## src/sv/deqm_pkg.sv

```systemverilog
// Shared constants, types and operation codes for the handle deque.
package deqm_pkg;

  localparam int CAPACITY    = 16;
  localparam int HANDLE_BITS = 32;
  localparam int CNT_W       = $clog2(CAPACITY + 1);
  localparam int IDX_W       = $clog2(CAPACITY);

  localparam logic [2:0] KIND_INS_FRONT = 3'd0;
  localparam logic [2:0] KIND_INS_BACK  = 3'd1;
  localparam logic [2:0] KIND_REM_FRONT = 3'd2;
  localparam logic [2:0] KIND_REM_BACK  = 3'd3;
  localparam logic [2:0] KIND_REM_MATCH = 3'd4;

  typedef logic [HANDLE_BITS-1:0] handle_t;

  // Operation broadcast to every cell; shr/shl only set when they can proceed.
  typedef struct packed {
    logic shr;  // insert front: every cell takes its left neighbor
    logic shl;  // remove front: every cell takes its right neighbor
    logic mrm;  // remove match: cells at and after the first hit shift left
  } deqm_ctl_t;

endpackage

```

## src/sv/deqm_cell.sv

```systemverilog
// One slot of the deque: holds a handle, compares it, and shifts with its neighbors.
module deqm_cell
  import deqm_pkg::*;
(
  input  logic       clk_i,
  input  deqm_ctl_t  ctl_i,
  input  logic       load_i,    // this slot is the new back on insert back
  input  logic       occ_i,     // slot holds a live entry
  input  handle_t    handle_i,
  input  handle_t    left_i,
  input  handle_t    right_i,
  input  logic       pfx_i,     // a match was found in a slot nearer the front
  output logic       pfx_o,
  output handle_t    entry_q_o,
  output handle_t    entry_d_o
);

  handle_t entry_q, entry_d;
  logic    hit;

  // compare runs every cycle; only a remove-match beat acts on the prefix chain
  assign hit   = occ_i && (entry_q == handle_i);
  assign pfx_o = pfx_i | hit;

  always_comb begin
    priority if (ctl_i.shr) begin
      entry_d = left_i;
    end else if (ctl_i.shl) begin
      entry_d = right_i;
    end else if (load_i) begin
      entry_d = handle_i;
    end else if (ctl_i.mrm && pfx_o) begin
      entry_d = right_i;
    end else begin
      entry_d = entry_q;
    end
  end

  always_ff @(posedge clk_i) begin
    entry_q <= entry_d;
  end

  assign entry_q_o = entry_q;
  assign entry_d_o = entry_d;

endmodule

```

## src/sv/deque_with_remove_by_match.sv

```systemverilog
// Deque of handles with remove-by-match, built as a row of shifting cells.
// Input channel: in_valid_i / in_stall_o carry kind_i and handle_i. Kinds are
// insert front, insert back, remove front, remove back, remove first match.
// Output channel: out_valid_o / out_stall_i carry one result beat per input
// beat: status_o (1 = full, empty, no match or unused kind), front_handle_o,
// back_handle_o (both 0 when empty), entry_count_o and list_empty_o, all
// taken after the operation.
// The result beat is registered and appears in the cycle after the input beat is taken.
// One beat per cycle while in_stall_o is low; every cell compares and shifts in
// the same cycle, and the first-match search ripples through the cell row.
// Reset empties the list and drops any pending result beat; slot contents
// are not cleared and are never shown before being written.
// When the receiver stalls, the result holds and in_stall_o rises so that no
// further beat is taken until the pending result drains.
module deque_with_remove_by_match
  import deqm_pkg::*;
(
  input  logic             clk_i,
  input  logic             rst_ni,
  input  logic             in_valid_i,
  output logic             in_stall_o,
  input  logic [2:0]       kind_i,
  input  handle_t          handle_i,
  output logic             out_valid_o,
  input  logic             out_stall_i,
  output logic             status_o,
  output handle_t          front_handle_o,
  output handle_t          back_handle_o,
  output logic [CNT_W-1:0] entry_count_o,
  output logic             list_empty_o
);

  logic             accept;
  logic [CNT_W-1:0] count_q, count_d;
  logic [IDX_W-1:0] cnt_m1;
  logic             full, empty, found, fail;
  logic             ldb;
  deqm_ctl_t        ctl;
  handle_t          ent_q [CAPACITY];
  handle_t          ent_d [CAPACITY];
  logic [CAPACITY:0] pfx;
  logic             out_valid_q;
  logic             status_q, empty_q;
  handle_t          front_q, back_q;
  logic [CNT_W-1:0] cnt_out_q;

  assign in_stall_o = out_valid_q & out_stall_i;
  assign accept     = in_valid_i & ~in_stall_o;

  assign full  = (count_q == CNT_W'(CAPACITY));
  assign empty = (count_q == '0);
  assign found = pfx[CAPACITY];

  always_comb begin
    ctl     = '0;
    ldb     = 1'b0;
    fail    = 1'b1;
    count_d = count_q;
    if (accept) begin
      unique case (kind_i)
        KIND_INS_FRONT: begin
          ctl.shr = ~full;
          fail    = full;
          if (!full) count_d = count_q + CNT_W'(1);
        end
        KIND_INS_BACK: begin
          ldb  = ~full;
          fail = full;
          if (!full) count_d = count_q + CNT_W'(1);
        end
        KIND_REM_FRONT: begin
          ctl.shl = ~empty;
          fail    = empty;
          if (!empty) count_d = count_q - CNT_W'(1);
        end
        KIND_REM_BACK: begin
          fail = empty;
          if (!empty) count_d = count_q - CNT_W'(1);
        end
        KIND_REM_MATCH: begin
          ctl.mrm = 1'b1;
          fail    = ~found;
          if (found) count_d = count_q - CNT_W'(1);
        end
        default: begin
          fail = 1'b1;
        end
      endcase
    end
  end

  assign pfx[0] = 1'b0;

  for (genvar i = 0; i < CAPACITY; i++) begin : g_cell
    logic    occ, load;
    handle_t left, right;

    assign occ   = (CNT_W'(i) < count_q);
    assign load  = ldb && (count_q == CNT_W'(i));
    assign left  = (i == 0) ? handle_i : ent_q[(i == 0) ? 0 : i - 1];
    assign right = (i == CAPACITY - 1) ? ent_q[i] : ent_q[(i == CAPACITY - 1) ? i : i + 1];

    deqm_cell u_cell (
      .clk_i     (clk_i),
      .ctl_i     (ctl),
      .load_i    (load),
      .occ_i     (occ),
      .handle_i  (handle_i),
      .left_i    (left),
      .right_i   (right),
      .pfx_i     (pfx[i]),
      .pfx_o     (pfx[i+1]),
      .entry_q_o (ent_q[i]),
      .entry_d_o (ent_d[i])
    );
  end

  assign cnt_m1 = IDX_W'(count_d - CNT_W'(1));

  always_ff @(posedge clk_i or negedge rst_ni) begin
    if (!rst_ni) begin
      count_q     <= '0;
      out_valid_q <= 1'b0;
    end else begin
      count_q <= count_d;
      if (accept) begin
        out_valid_q <= 1'b1;
      end else if (!out_stall_i) begin
        out_valid_q <= 1'b0;
      end
    end
  end

  always_ff @(posedge clk_i) begin
    if (accept) begin
      status_q  <= fail;
      cnt_out_q <= count_d;
      empty_q   <= (count_d == '0);
      front_q   <= (count_d == '0) ? '0 : ent_d[0];
      back_q    <= (count_d == '0) ? '0 : ent_d[cnt_m1];
    end
  end

  assign out_valid_o    = out_valid_q;
  assign status_o       = status_q;
  assign front_handle_o = front_q;
  assign back_handle_o  = back_q;
  assign entry_count_o  = cnt_out_q;
  assign list_empty_o   = empty_q;

endmodule
```

## config.mk

```make
export PLATFORM = sky130hd
export DESIGN_NAME = deque_with_remove_by_match
export DESIGN_NICKNAME = d
export VERILOG_FILES = /design/src/sv/deqm_pkg.sv /design/src/sv/deqm_cell.sv /design/src/sv/deque_with_remove_by_match.sv
export SDC_FILE = /design/constraint.sdc
export NUM_CORES = 2
export LEC_CHECK = 0
export BUFFER_PORTS_ARGS = -buffer_cell sky130_fd_sc_hd__buf_2
export CAP_MARGIN = 15
export CORE_MARGIN = 5
export CORE_UTILIZATION = 30
export DETAILED_ROUTE_END_ITERATION = 16
export GPL_TIMING_DRIVEN = 1
export MAX_ROUTING_LAYER = met4
export SLEW_MARGIN = 10
export SYNTH_ARGS = -nofsm -noshare
export SYNTH_HDL_FRONTEND = slang
export SYNTH_SLANG_ARGS = --single-unit
```

## constraint.sdc

```tcl
create_clock -name clk_i -period 6.9 [get_ports clk_i]
set_input_delay 1.38 -clock clk_i [delete_from_list [all_inputs] [get_ports clk_i]]
set_output_delay 1.38 -clock clk_i [all_outputs]
set_load 0.02 [all_outputs]
```

==> results.py <==
metrics = {
    "synthesis": {
        "netlist_top_cells_count": "512 x dfxtp_1, 421 x o21ai_0, 415 x nand2_1, 412 x nor2_1, 292 x xnor2_1",
        "synth_top_area_share_pct": 24.31,
        "synth_nets": 5168,
        "synth.avg_cell_area_um2": 8.232,
        "syn_inst": 5122,
        "ys_seq_area_share_pct": 29.72,
        "synthFlopType": "dfxtp_1",
        "synth_top_cells_by_area": "dfxtp_1 24%, mux2i_1 6.9%, xnor2_1 6.1%",
        "synth_area_mm2": 0.04216,
        "async_flop_share_pct": 1.019,
        "synth_edf_count": 71,
        "ys_ff_latch": 589,
        "synth_top_area_cell": "dfxtp_1",
        "yosysUniqueCellTypes": 98,
        "yosysMostFrequentCell": "dfxtp_1",
        "synth_warnings": 0,
    },
    "finish": {
        "nNetsFinal": 5133,
        "area_growth_pct": 14.29,
        "regArea_mm2": 0.01253,
        "fin_cells": 7033,
        "final_util_pct": 34.54,
        "num-fill-cells": 14500,
        "layout-drive-gt1-share_pct": 13.06,
        "multi_input_area_mm2": 0.02727,
        "fin_area_mm2": 0.04819,
    },
    "setup_path": {
        "required_ns": 7.27,
        "crit_path_top_delay_cell": "buf_2",
        "slowest_delay_ns": 0.61,
        "r2r_cells": 16,
        "crit_path_start_kind": "primary input",
        "crit_top_cell": "buf_4",
        "crit_chain": "buf_2 > buf_4 > xor2_1 > nor4_1 > nand4b_1 > nor4_1 > nor4_2 > nand4_4 > o21ai_0 > and2_1 > inv_1 > ha_1 > xnor2_2 > buf_4 > buf_4 > o311ai_0 > a32o_1",
        "rr_endpoint": "back_handle_o[26]",
        "path_buf_inv": 5,
        "end_kind": "flop",
        "cp_top_family": "buffers and inverters",
        "path_max_fanout": 15,
        "path_class": "primary input to flop",
        "rrSetupSlack_ns": 1.17,
        "arrival_ns": 6.86,
        "r2r_start": "g_cell[10].u_cell.entry_q_o[18]",
    },
    "floorplanning": {
        "std_cell_rows": 137,
        "die_h_um": 384.9,
        "die-area_mm2": 0.1481,
        "die_x_um": 384.9,
        "coreArea_mm2": 0.1395,
        "pin_count": 112,
        "initial_core_util_pct": 30.22,
    },
    "clock_tree": {
        "cts_hold_buf": 0,
        "cts_sinks": 589,
        "cts_resized": 0,
        "htreeDepth": 3,
        "cts-buffers-inserted": 76,
        "clockBufferDepth": 3,
        "path_clk_slew_ns": 0.06,
        "cts_tree": "yes",
        "clk_latency_ns": 0.67,
        "post-cts-setup-buffer-count": 0,
        "cts_root_buf": "clkbuf_16",
    },
    "detailed_routing": {
        "wirelength_mm": 222.7,
        "wl_per_cell_um": 31.66,
        "ant_nets": 0,
        "vias_per_cell": 6.456,
        "drc_errors": 0,
        "drt_iter0_markers": 7919,
        "dr.pass1.iters": 10,
        "vias": 45410,
    },
    "grt": {
        "grt_max_degree": 117,
        "grtUsageTotal_pct": 29.33,
        "grt_pass1_wl_mm": 311.5,
        "grt_pass1_vias": 41320,
        "grt_remaining_overflow": 0,
        "grt_antenna_before_repair": 17,
    },
    "worst_hold_path": {
        "holdPathStages": 2,
        "hold_path.class": "flop to flop",
        "min_from": "g_cell[0].u_cell.entry_q_o[14]",
        "holdPathEnd": "g_cell[1].u_cell.entry_q_o[14]",
    },
    "timing": {
        "period_needed_ns": 6.486,
        "grt_setup_unrepaired": "false",
        "finalClockSkew_ns": 0.03163,
        "fmax_mhz": 154.2,
        "fin_setup_tns_ns": 0,
        "setup_violations": 0,
        "fin_crit_sh_pct": 94.00,
        "final-hold-violation-count": 0,
        "relSlewSlack_pct": 26.72,
        "setup_ws_ns": 0.4140,
        "worst_slew_pin_slew_ns": 1.099,
        "hold_ws_ns": 0.5324,
        "report.final.slew_viol_count": 0,
    },
    "pwr": {
        "p_leak_nw": 17.57,
        "powerDensity_mw_per_mm2": 482.2,
        "power_mw": 23.24,
        "irDropWorstVdd_mv": 0.2869,
    },
    "placed_design": {
        "routabilityCongestion": 1.058,
        "portBuffers": 111,
        "placed_area_mm2": 0.04564,
        "dpl.cell_count": 6885,
        "post-place-ws_ns": 0.07590,
        "post-dp-hpwl_mm": 164.2,
    },
    "flow_run": {
        "drv_cap": 0,
    },
    "status": {
        "status": "finished, final reports clean",
    },
}
==> area by class of cell <==
class                   instances  share of cell area [%]
flip-flops and latches        589                   26.01
multi-input cells            3963                   56.59
clock buffers                 115                   4.845
repair buffers                402                   6.803
inverters                      55                  0.4388
diodes                         10                 0.05193
well taps                    1876                   4.871
clock inverters                23                  0.3895
==> routing by layer <==
| layer | routed length [um] | GRT usage [%] | part of all wire, % |
|---|---|---|---|
| met5 | 0 | - | 0 |
| met1 | 91410 | 39.51 | 41 |
| met3 | 27450 | 7.197 | 12 |
| met4 | 11230 | 12.21 | 5.0 |
| met2 | 92600 | 41.84 | 42 |
==> sequential cells by signal (all words and copies together) (netlist names) <==
signal and count:
status_o 1, list_empty_o 1, g_cell.u_cell.entry_q_o 512, front_handle_o 32
entry_count_o 5, back_handle_o 32, out_valid_o 1, count_q 5
==> worst reg2reg max path: stages (launching register included) <==
cell,delay (ns)
dfxtp_1,0.39
xnor2_1,0.66
nand4_1,0.40
nor4_1,0.49
and3_1,0.32
nor4b_1,0.09
buf_4,0.19
nand4_4,0.22
mux2i_1,0.29
or2_4,0.19
clkinv_2,0.10
ha_1,0.31
xnor2_2,0.49
buf_4,0.33
buf_4,0.22
o311ai_0,0.31
a32o_1,0.44
==> power breakdown <==
| part | internal, mW | total (mW) | switching (mW) |
|---|---|---|---|
| Combinational | 4.21 | 11.6 | 7.35 |
| Sequential | 5.08 | 7.55 | 2.47 |
| Clock | 2.41 | 4.13 | 1.72 |
==> layout by cell type, fill, tap and decap left out, types with 132 or more instances in the layout <==
cell / instances
nand4_1: 132
xnor2_1: 291
o21ai_0: 420
nor2_1: 406
buf_4: 248
xor2_1: 220
nand2_1: 410
a21oi_1: 254
mux2i_1: 289
dfxtp_1: 512
==> worst max-delay path by stage <==
| stage | from | end | cells after the start |
|---|---|---|---|
| after floorplan | in_valid_i | back_handle_o[27] | 17 |
| after detailed placement | handle_i[27] | back_handle_o[26] | 17 |
| final | handle_i[27] | back_handle_o[26] | 17 |
| after global placement | handle_i[27] | back_handle_o[26] | 17 |
| after global routing | handle_i[27] | back_handle_o[26] | 17 |
| after CTS | handle_i[27] | back_handle_o[26] | 17 |
==> cells by family after synthesis <==
family          after synthesis  synth area share, %
flops                       589                29.72
mux                         360                10.09
compound gates             1632                26.55
xor+xnor                    513                10.66
fa+ha+maj                     7               0.2077
buf+inv                     570                6.220
simple gates               1451                16.56
Power figures use the tool's default switching activity.
